$ cat config.mk
export PLATFORM = sky130hd
export DESIGN_NAME = time_window_cue_trigger_core
export DESIGN_NICKNAME = d
export VERILOG_FILES = /design/src/hdl/twct_pkg.sv /design/src/hdl/twct_cue_mem.sv /design/src/hdl/twct_act_store.sv /design/src/hdl/twct_walk.sv /design/src/hdl/time_window_cue_trigger_core.sv
export SDC_FILE = /design/constraint.sdc
export NUM_CORES = 2
export LEC_CHECK = 0
export BUFFER_PORTS_ARGS = -buffer_cell sky130_fd_sc_hd__buf_4
export CORE_ASPECT_RATIO = 2
export CORE_UTILIZATION = 40
export DETAILED_ROUTE_END_ITERATION = 10
export GPL_ROUTABILITY_DRIVEN = 0
export PLACE_DENSITY = 0.52
export SLEW_MARGIN = 15
export SYNTH_ARGS = -nofsm -noshare
export SYNTH_HDL_FRONTEND = slang
export SYNTH_SLANG_ARGS = --single-unit
$ cat constraint.sdc
create_clock -name clock -period 8 [get_ports clock]
set_input_delay 1.6 -clock clock [delete_from_list [all_inputs] [get_ports clock]]
set_output_delay 1.6 -clock clock [all_outputs]
set_load 0.05 [all_outputs]
$ cat src/hdl/twct_pkg.sv
// Shared types and constants of the time-window cue trigger.
package twct_pkg;

   // Field widths of the request and response beats
   localparam int IDX_W      = 5;
   localparam int TIME_W     = 24;
   localparam int ACT_W      = 4;
   localparam int PARAM_W    = 8;
   localparam int OP_W       = 3;
   localparam int REQ_DATA_W = 96;
   localparam int RSP_DATA_W = 16;

   // Configuration port
   localparam int ACTIVE_W   = 6;
   localparam int MASK_W     = 16;
   localparam int CSR_DATA_W = 16;
   localparam int CSR_ADDR_W = 1;
   localparam logic [CSR_ADDR_W-1:0] CSR_ACTIVE = 1'b0;
   localparam logic [CSR_ADDR_W-1:0] CSR_MASK   = 1'b1;

   // Parameter value of an action that was never set
   localparam logic signed [PARAM_W-1:0] PARAM_NONE = -8'sd1;

   typedef enum logic [OP_W-1:0] {
      OP_LOAD  = 3'd0,
      OP_TICK  = 3'd1,
      OP_CLEAR = 3'd2,
      OP_POLL  = 3'd3,
      OP_READ  = 3'd4
   } op_type;

   // Request tdata, lowest field last
   typedef struct packed {
      logic [6:0]                pad;
      logic [TIME_W-1:0]         position;
      logic signed [PARAM_W-1:0] action_param;
      logic [ACT_W-1:0]          action_id;
      logic [TIME_W-1:0]         window_end;
      logic [TIME_W-1:0]         window_start;
      logic [IDX_W-1:0]          entry_index;
   } req_payload_type;

   // Response tdata, lowest field last
   typedef struct packed {
      logic [6:0]                pad;
      logic signed [PARAM_W-1:0] param_out;
      logic                      fired;
   } rsp_payload_type;

   // One word of the cue table
   typedef struct packed {
      logic [TIME_W-1:0]  t_start;
      logic [TIME_W-1:0]  t_stop;
      logic [ACT_W-1:0]   action;
      logic [PARAM_W-1:0] param;
   } cue_entry_type;

   // Action update issued by the walk for one entry
   typedef struct packed {
      logic               set;
      logic               clr;
      logic [ACT_W-1:0]   action;
      logic [PARAM_W-1:0] param;
   } act_upd_type;

endpackage

$ cat src/hdl/twct_cue_mem.sv
// Cue table memory: one write port, one registered read port.
module twct_cue_mem #(
   parameter int ENTRIES = 32,
   parameter int EW      = 5
) (
   input  logic                   clock,
   input  logic                   wr_en,
   input  logic [EW-1:0]          wr_addr,
   input  twct_pkg::cue_entry_type wr_data,
   input  logic                   rd_en,
   input  logic [EW-1:0]          rd_addr,
   output twct_pkg::cue_entry_type rd_data
);
   import twct_pkg::*;

   cue_entry_type mem [ENTRIES];
   cue_entry_type rd_data_ff;

   // write port
   always_ff @(posedge clock) begin
      if (wr_en) begin
         mem[wr_addr] <= wr_data;
      end
   end

   // read port, registered
   always_ff @(posedge clock) begin
      if (rd_en) begin
         rd_data_ff <= mem[rd_addr];
      end
   end

   assign rd_data = rd_data_ff;

endmodule

$ cat src/hdl/twct_act_store.sv
// Per-action state: parameter memory with valid bits, and pending flags.
module twct_act_store #(
   parameter int ACTIONS = 16
) (
   input  logic                          clock,
   input  logic                          reset,
   input  twct_pkg::act_upd_type         upd,
   input  logic                          clear_all,
   input  logic                          rd_en,
   input  logic [twct_pkg::ACT_W-1:0]    rd_act,
   input  logic                          poll_clr,
   output logic                          pend_bit,
   output logic signed [twct_pkg::PARAM_W-1:0] rd_param
);
   import twct_pkg::*;

   localparam int AW = (ACTIONS > 1) ? $clog2(ACTIONS) : 1;

   logic [PARAM_W-1:0] val_mem [ACTIONS];
   logic [ACTIONS-1:0] pend_ff;
   logic [ACTIONS-1:0] vld_ff;
   logic [PARAM_W-1:0] rd_data_ff;
   logic               rd_vld_ff;
   logic               rd_rng_ff;

   logic          upd_rng;
   logic          rd_rng;
   logic [AW-1:0] upd_idx;
   logic [AW-1:0] rd_idx;

   assign upd_rng = 32'(upd.action) < ACTIONS;
   assign rd_rng  = 32'(rd_act) < ACTIONS;
   assign upd_idx = AW'(upd.action);
   assign rd_idx  = AW'(rd_act);

   // pending flag of the addressed action, zero out of range
   assign pend_bit = rd_rng ? pend_ff[rd_idx] : 1'b0;

   // flags: set/clear from the walk, poll clear, bulk clear
   always_ff @(posedge clock) begin
      if (reset) begin
         pend_ff <= '0;
         vld_ff  <= '0;
      end else begin
         if (clear_all) begin
            pend_ff <= '0;
         end else if (upd.set && upd_rng) begin
            pend_ff[upd_idx] <= 1'b1;
         end else if (upd.clr && upd_rng) begin
            pend_ff[upd_idx] <= 1'b0;
         end else if (poll_clr && rd_rng) begin
            pend_ff[rd_idx] <= 1'b0;
         end
         if (upd.set && upd_rng) begin
            vld_ff[upd_idx] <= 1'b1;
         end
      end
   end

   // parameter memory write
   always_ff @(posedge clock) begin
      if (upd.set && upd_rng) begin
         val_mem[upd_idx] <= upd.param;
      end
   end

   // parameter memory read, registered
   always_ff @(posedge clock) begin
      if (rd_en) begin
         rd_data_ff <= val_mem[rd_idx];
         rd_vld_ff  <= rd_rng ? vld_ff[rd_idx] : 1'b0;
         rd_rng_ff  <= rd_rng;
      end
   end

   // never-set actions read as minus one, out-of-range actions as zero
   assign rd_param = !rd_rng_ff ? '0 : (rd_vld_ff ? $signed(rd_data_ff) : PARAM_NONE);

endmodule

$ cat src/hdl/twct_walk.sv
// Tick walk: streams cue entries out of the table and evaluates each one.
module twct_walk #(
   parameter int ENTRIES = 32,
   parameter int ACTIONS = 16,
   parameter int EW      = 5
) (
   input  logic                           clock,
   input  logic                           reset,
   input  logic                           start,
   input  logic [twct_pkg::TIME_W-1:0]    position,
   input  logic [twct_pkg::ACTIVE_W-1:0]  active_entries,
   input  logic [twct_pkg::MASK_W-1:0]    one_shot_mask,
   input  logic                           clear_used,
   output logic                           rd_en,
   output logic [EW-1:0]                  rd_addr,
   input  twct_pkg::cue_entry_type        rd_data,
   output twct_pkg::act_upd_type          upd,
   output logic                           busy
);
   import twct_pkg::*;

   localparam int CW = $clog2(ENTRIES + 1);

   logic [CW-1:0]      rd_cnt_ff;
   logic [CW-1:0]      lim_ff;
   logic [CW-1:0]      lim_in;
   logic [TIME_W-1:0]  pos_ff;
   logic               ev_vld_ff;
   logic [EW-1:0]      ev_idx_ff;
   logic [ENTRIES-1:0] used_ff;

   logic issue;
   logic rng;
   logic hit;
   logic used_cur;
   logic one_shot;
   logic fire;
   logic drop;

   // walk length saturates at the table depth
   assign lim_in = (32'(active_entries) > ENTRIES) ? CW'(ENTRIES) : CW'(active_entries);

   assign issue   = rd_cnt_ff != lim_ff;
   assign rd_en   = issue;
   assign rd_addr = rd_cnt_ff[EW-1:0];
   assign busy    = issue || ev_vld_ff;

   // read sequencer
   always_ff @(posedge clock) begin
      if (reset) begin
         rd_cnt_ff <= '0;
         lim_ff    <= '0;
         ev_vld_ff <= 1'b0;
      end else if (start) begin
         rd_cnt_ff <= '0;
         lim_ff    <= lim_in;
         ev_vld_ff <= 1'b0;
      end else begin
         ev_vld_ff <= issue;
         if (issue) begin
            rd_cnt_ff <= rd_cnt_ff + 1'b1;
         end
      end
   end

   always_ff @(posedge clock) begin
      if (start) begin
         pos_ff <= position;
      end
      ev_idx_ff <= rd_addr;
   end

   // entry evaluation on the registered table word
   assign rng      = 32'(rd_data.action) < ACTIONS;
   assign hit      = (rd_data.t_start < pos_ff) && (pos_ff < rd_data.t_stop);
   assign used_cur = used_ff[ev_idx_ff];
   assign one_shot = one_shot_mask[rd_data.action];
   assign fire     = ev_vld_ff && rng && hit && !(one_shot && used_cur);
   assign drop     = ev_vld_ff && rng && !hit && used_cur && (pos_ff >= rd_data.t_stop);

   // used marks
   always_ff @(posedge clock) begin
      if (reset || clear_used) begin
         used_ff <= '0;
      end else if (fire) begin
         used_ff[ev_idx_ff] <= 1'b1;
      end else if (drop) begin
         used_ff[ev_idx_ff] <= 1'b0;
      end
   end

   assign upd.set    = fire;
   assign upd.clr    = drop;
   assign upd.action = rd_data.action;
   assign upd.param  = rd_data.param;

endmodule

$ cat src/hdl/time_window_cue_trigger_core.sv
// Top level of the time-window cue trigger.
//
// Requests arrive on req_ (tuser = opcode, tdata = entry fields and tick
// position); every request gives exactly one response beat on rsp_
// (fired flag and action parameter). Registers are to be written on csr_
// only while the block is idle; the block itself does not enforce it.
// A load, clear or unknown opcode goes from accept straight to ST_DONE,
// a poll or read passes ST_READ on the way, and a tick stays in ST_WALK
// until the walk is done; ST_DONE loads the response once the output
// register is free and the block is then ready for the next request.
// A tick reads the cue table memory one entry per cycle through its
// single read port, which sets its length.
// Reset clears the used marks, pending flags and parameter valid bits
// (parameters then read as minus one); the cue table itself holds no
// reset value and needs no clearing pass.
// A finished response waits in the output register while rsp_tready is
// low; one more request is accepted and its result is held until the
// output register frees up.
module time_window_cue_trigger_core #(
   parameter int ENTRIES = 32,
   parameter int ACTIONS = 16
) (
   input  logic                              clock,
   input  logic                              reset,
   input  logic                              req_tvalid,
   output logic                              req_tready,
   // entry_index, window_start, window_end, action_id, action_param, position
   input  logic [twct_pkg::REQ_DATA_W-1:0]   req_tdata,
   // opcode
   input  logic [twct_pkg::OP_W-1:0]         req_tuser,
   output logic                              rsp_tvalid,
   input  logic                              rsp_tready,
   // fired, param_out
   output logic [twct_pkg::RSP_DATA_W-1:0]   rsp_tdata,
   input  logic                              csr_wen,
   input  logic [twct_pkg::CSR_ADDR_W-1:0]   csr_addr,
   input  logic [twct_pkg::CSR_DATA_W-1:0]   csr_wdata
);
   import twct_pkg::*;

   localparam int EW = (ENTRIES > 1) ? $clog2(ENTRIES) : 1;

   typedef enum logic [3:0] {
      ST_IDLE = 4'b0001,
      ST_WALK = 4'b0010,
      ST_READ = 4'b0100,
      ST_DONE = 4'b1000
   } state_type;

   state_type state_ff, state_in;

   logic [ACTIVE_W-1:0]       active_ff;
   logic [MASK_W-1:0]         mask_ff;
   logic                      res_fired_ff;
   logic signed [PARAM_W-1:0] res_param_ff;
   rsp_payload_type           rsp_data_ff;
   logic                      rsp_vld_ff;

   req_payload_type req;
   op_type          op;
   logic            accept;
   logic            out_free;

   logic          cue_wr_en;
   cue_entry_type cue_wr_data;
   logic          cue_rd_en;
   logic [EW-1:0] cue_rd_addr;
   cue_entry_type cue_rd_data;

   act_upd_type               upd;
   logic                      walk_busy;
   logic                      pend_bit;
   logic signed [PARAM_W-1:0] rd_param;

   assign req      = req_payload_type'(req_tdata);
   assign op       = op_type'(req_tuser);
   assign req_tready = state_ff == ST_IDLE;
   assign accept   = req_tvalid && req_tready;
   assign out_free = !rsp_vld_ff || rsp_tready;

   // table load
   assign cue_wr_en           = accept && (op == OP_LOAD) && (32'(req.entry_index) < ENTRIES);
   assign cue_wr_data.t_start = req.window_start;
   assign cue_wr_data.t_stop  = req.window_end;
   assign cue_wr_data.action  = req.action_id;
   assign cue_wr_data.param   = req.action_param;

   twct_cue_mem #(.ENTRIES(ENTRIES), .EW(EW)) u_cue_mem (
      .clock   (clock),
      .wr_en   (cue_wr_en),
      .wr_addr (EW'(req.entry_index)),
      .wr_data (cue_wr_data),
      .rd_en   (cue_rd_en),
      .rd_addr (cue_rd_addr),
      .rd_data (cue_rd_data)
   );

   twct_walk #(.ENTRIES(ENTRIES), .ACTIONS(ACTIONS), .EW(EW)) u_walk (
      .clock          (clock),
      .reset          (reset),
      .start          (accept && (op == OP_TICK)),
      .position       (req.position),
      .active_entries (active_ff),
      .one_shot_mask  (mask_ff),
      .clear_used     (accept && (op == OP_CLEAR)),
      .rd_en          (cue_rd_en),
      .rd_addr        (cue_rd_addr),
      .rd_data        (cue_rd_data),
      .upd            (upd),
      .busy           (walk_busy)
   );

   twct_act_store #(.ACTIONS(ACTIONS)) u_act_store (
      .clock     (clock),
      .reset     (reset),
      .upd       (upd),
      .clear_all (accept && (op == OP_CLEAR)),
      .rd_en     (accept && ((op == OP_POLL) || (op == OP_READ))),
      .rd_act    (req.action_id),
      .poll_clr  (accept && (op == OP_POLL) && mask_ff[req.action_id]),
      .pend_bit  (pend_bit),
      .rd_param  (rd_param)
   );

   // sequencer
   always_comb begin
      state_in = state_ff;
      case (state_ff)
         ST_IDLE: begin
            if (accept) begin
               case (op)
                  OP_TICK: state_in = ST_WALK;
                  OP_POLL: state_in = ST_READ;
                  OP_READ: state_in = ST_READ;
                  default: state_in = ST_DONE;
               endcase
            end
         end
         ST_WALK: if (!walk_busy) state_in = ST_DONE;
         ST_READ: state_in = ST_DONE;
         ST_DONE: if (out_free) state_in = ST_IDLE;
         default: state_in = ST_IDLE;
      endcase
   end

   always_ff @(posedge clock) begin
      if (reset) begin
         state_ff <= ST_IDLE;
      end else begin
         state_ff <= state_in;
      end
   end

   // result assembly
   always_ff @(posedge clock) begin
      if (accept) begin
         res_fired_ff <= (op == OP_POLL) ? pend_bit : 1'b0;
         res_param_ff <= '0;
      end else if (state_ff == ST_READ) begin
         res_param_ff <= rd_param;
      end
   end

   // output register
   always_ff @(posedge clock) begin
      if (reset) begin
         rsp_vld_ff <= 1'b0;
      end else if ((state_ff == ST_DONE) && out_free) begin
         rsp_vld_ff <= 1'b1;
      end else if (rsp_tready) begin
         rsp_vld_ff <= 1'b0;
      end
   end

   always_ff @(posedge clock) begin
      if ((state_ff == ST_DONE) && out_free) begin
         rsp_data_ff.pad       <= '0;
         rsp_data_ff.param_out <= res_param_ff;
         rsp_data_ff.fired     <= res_fired_ff;
      end
   end

   assign rsp_tvalid = rsp_vld_ff;
   assign rsp_tdata  = rsp_data_ff;

   // configuration registers
   always_ff @(posedge clock) begin
      if (reset) begin
         active_ff <= '0;
         mask_ff   <= '1;
      end else if (csr_wen) begin
         case (csr_addr)
            CSR_ACTIVE: active_ff <= csr_wdata[ACTIVE_W-1:0];
            CSR_MASK:   mask_ff   <= csr_wdata[MASK_W-1:0];
            default:    ;
         endcase
      end
   end

endmodule

==> impl_metrics.yaml <==
setup_path:
  reg2reg_slack_ps: 3390
  crit_slowest_cell: "nor2_4"
  worstSetupEndpointType: "flip-flop"
  cpPeakStageDelay_ps: 1120
  path_max_fanout: 25
  crit_buf_inv: 2
  crit_family: "simple AND/OR/NAND/NOR gates"
  startpoint: "req_tvalid"
  reg2reg_to: "u_cue_mem.mem[6][52]"
  r2r_start: "state_ff[1]"
  crit_type: "input port to flip-flop"
  worstSetupStartpointType: "input port"
  cpMostUsedCell: "buf_4"
  cp.required_ps: 8450
  path_cells: "buf_4 > nand2_1 > nor2_1 > nand4b_1 > nor2_4 > buf_4"
  crit_arrival_ps: 5110
  ff2ff_path_depth: 8
yosys:
  synthDominantCellAreaShare: 0.737
  synth-main-ff-cell: "edfxtp_1"
  ys_async_sr_fraction: 0
  synth-warning-count: 0
  syn_inst: 3918
  yosysTopAreaCell: "edfxtp_1"
  synth_area_leaders: "edfxtp_1 74%, mux4_2 17%, dfxtp_1 2.7%"
  syn_avg_cell_area_um2: 22.4
  ys_seq_area_frac: 0.764
  synth_cell_types: 54
  netlist_area_um2: 87700
  yosys_register_bits: 2268
  synth_edf_count: 2151
timing:
  slew_viol_final: 0
  min_period_over_period: 0.582
  max-slew-margin-rel: 0.187
  hold_viol: 0
  fin_setup_tns_ps: 0
  max_freq_ghz: 0.215
  holdWs_ps: 425
  layout_min_cycle_time_ps: 4660
  rsz0062_at_grt: "false"
  worstMarginPinSlew_ps: 1220
  finalSetupViolCount: 0
  skew_ps: 50.3
cells_and_area:
  areaGrowthSynthToFinish_pct: 12.4
  layout_common_cells: "2151 x edfxtp_1, 659 x mux4_2, 205 x clkbuf_16"
  final_cells: 7088
  drive_gt1_frac: 0.295
  layout_commonest_cell: "edfxtp_1"
  fin_nets: 4293
floorplanning:
  rows: 242
  fp.dieW_um: 333
  core-area_um2: 217000
  num_io_pins: 139
  die_y_um: 664
  start_util: 0.403
  die_area_um2: 221000
clock_network:
  path_clk_slew_ps: 70
  cts_setup_buffers: 0
  clock_path_buffers: 4
  cts_buffers: 202
  htreeDepth: 4
  cts_tree: "built"
  cts_root_buf: "clkbuf_16"
  ctsHoldBuffers: 0
  cts.sinks: 2268
  clkLatencyLatePin_ps: 860
  cts.repair.resized: 0
min_path:
  hp-start: "res_fired_ff"
  hold_class: "flip-flop to flip-flop"
  hold_depth: 0
  hold_end: "rsp_tdata[0]"
pwr:
  combPwrFrac: 0.084
  clock_power_share: 0.379
  p_seq_frac: 0.537
  switchingPower_mw: 5.49
  ir_worst_vdd_uv: 154
  sw_frac_of_total: 0.223
  p_int_mw: 19.2
  p_leak_nw: 30.0
  power_density_nw_per_um2: 250
route:
  first_pass_iters: 6
  drt_first_iter_violations: 3542
  wl_per_cell_um: 31.8
  vias: 40100
  drc_errors: 0
  detail_route.wirelength_um: 226000
  antenna_left: 0
  via_per_inst: 5.66
grt:
  grt_pass1_wl_um: 320000
  grt_pass1_vias: 42800
  grtUsageTotal: 0.205
  antenna_found_initial: 17
  grt_max_degree: 138
  grt_overflow_total: 0
place:
  portBuffers: 124
  place_hpwl_um: 121000
  dp_cells: 6726
outcome:
  status: "finished clean"
run:
  drv_cap: 0
worst max-delay path by stage:
stage / endpoint / slack (ps) / cells after the start
after global placement: u_cue_mem.mem[6][54] / 2490 / 6
after detailed placement: u_cue_mem.mem[6][54] / 2500 / 6
after CTS: u_cue_mem.mem[6][54] / 3350 / 8
after floorplan: u_cue_mem.mem[12][0] / 2550 / 6
final: u_cue_mem.mem[6][52] / 3340 / 6
after global routing: u_cue_mem.mem[6][54] / 3150 / 8
power by group through the flow:
stage | combinational, mW | sequential (mW) | clock (mW)
after floorplan | 1.50 | 13.4 | 0
after CTS | 2.14 | 13.2 | 9.58
after detailed placement | 2.14 | 13.5 | 0
after global routing | 2.24 | 13.2 | 9.96
after global placement | 2.12 | 13.5 | 0
final | 2.08 | 13.2 | 9.34
per-layer routing:
| layer | GRT usage | vias to the layer above | share of wire |
|---|---|---|---|
| li1 | - | 16800 | - |
| met1 | 0.249 | 22100 | 0.38 |
| met2 | 0.377 | 875 | 0.55 |
| met3 | 0.0266 | 299 | 0.041 |
| met4 | 0.0559 | 16 | 0.025 |
| met5 | 0 | - | 0.00046 |
logic make-up after synthesis:
| kind of cell | Yosys count | synth area share |
|---|---|---|
| other | 1 | 0.0000428 |
| DFF | 2268 | 0.764 |
| muxes | 759 | 0.182 |
| xor gates and xnor gates | 11 | 0.00110 |
| and+or+nand+nor | 308 | 0.0167 |
| adders and majority gates | 48 | 0.00685 |
| buffers and inverters | 333 | 0.0153 |
| AOI/OAI and AO/OA | 190 | 0.0149 |
Yosys cell counts, types with 3 or more instances:
master	instances
nand2_1	75
nor3_1	3
inv_1	111
mux2i_1	39
o211ai_1	4
and3_1	18
o21ai_0	9
o31ai_1	34
xor2_1	7
nor3b_1	5
or3_1	8
a211oi_1	6
a21o_1	3
a211o_1	17
nor2b_1	13
nor2_1	110
a311oi_1	8
nand2b_1	8
o221ai_1	8
and4_1	3
xnor2_1	4
nand4_1	12
edfxtp_1	2151
ha_1	48
mux2_2	61
a21oi_1	72
buf_1	44
a221oi_1	17
mux4_2	659
clkbuf_1	129
nand3b_1	5
buf_2	35
nand3_1	34
dfxtp_1	117
buf_4	12
or2_2	4
state kept, by name, indices dropped and copies added (netlist names), 4 cells and up, named ones only:
signal and flops:
u_cue_mem.rd_data 60, u_act_store.rd_data_ff 8, res_param_ff 8, u_act_store.vld_ff 16
u_act_store.val_mem 128, u_walk.lim_ff 6, u_walk.ev_idx_ff 5, mask_ff 16
state_ff 4, u_walk.rd_cnt_ff 6, u_act_store.pend_ff 16, active_ff 6
u_walk.pos_ff 24, rsp_tdata 9, u_cue_mem.mem 1920
layout make-up:
cell class              count  area (µm²)
fillers                 18200      119000
flip-flops and latches   2268       67000
multi-input cells        1323       19700
clock buffers             240        5300
well taps                2806        3510
repair buffers            217        1800
clock inverters           116         828
inverters                 112         420
diodes                      6        15.0
worst register-to-register path, cell delays in order, from the launching register on:
cell and delay [ps]:
dfxtp_1 340, nor2_1 140, nand3b_1 130, inv_1 140, nand2_1 140, nor2_1 470, nand4b_1 990, nor2_4 1120
buf_4 670
per-stage QoR:
step / util / cell area, µm² / power (mW) / worst slack [ps]
5_1_grt: 0.453 / 98500 / 25.4 / 3150
4_1_cts: 0.453 / 98500 / 25.0 / 3350
6_report: 0.453 / 98500 / 24.7 / 3340
3_3_place_gp: 0.425 / 92400 / 15.6 / 2490
2_1_floorplan: - / 87700 / 14.9 / 2550
3_5_place_dp: 0.425 / 92400 / 15.6 / 2500
(Power assumes the default switching activity.)
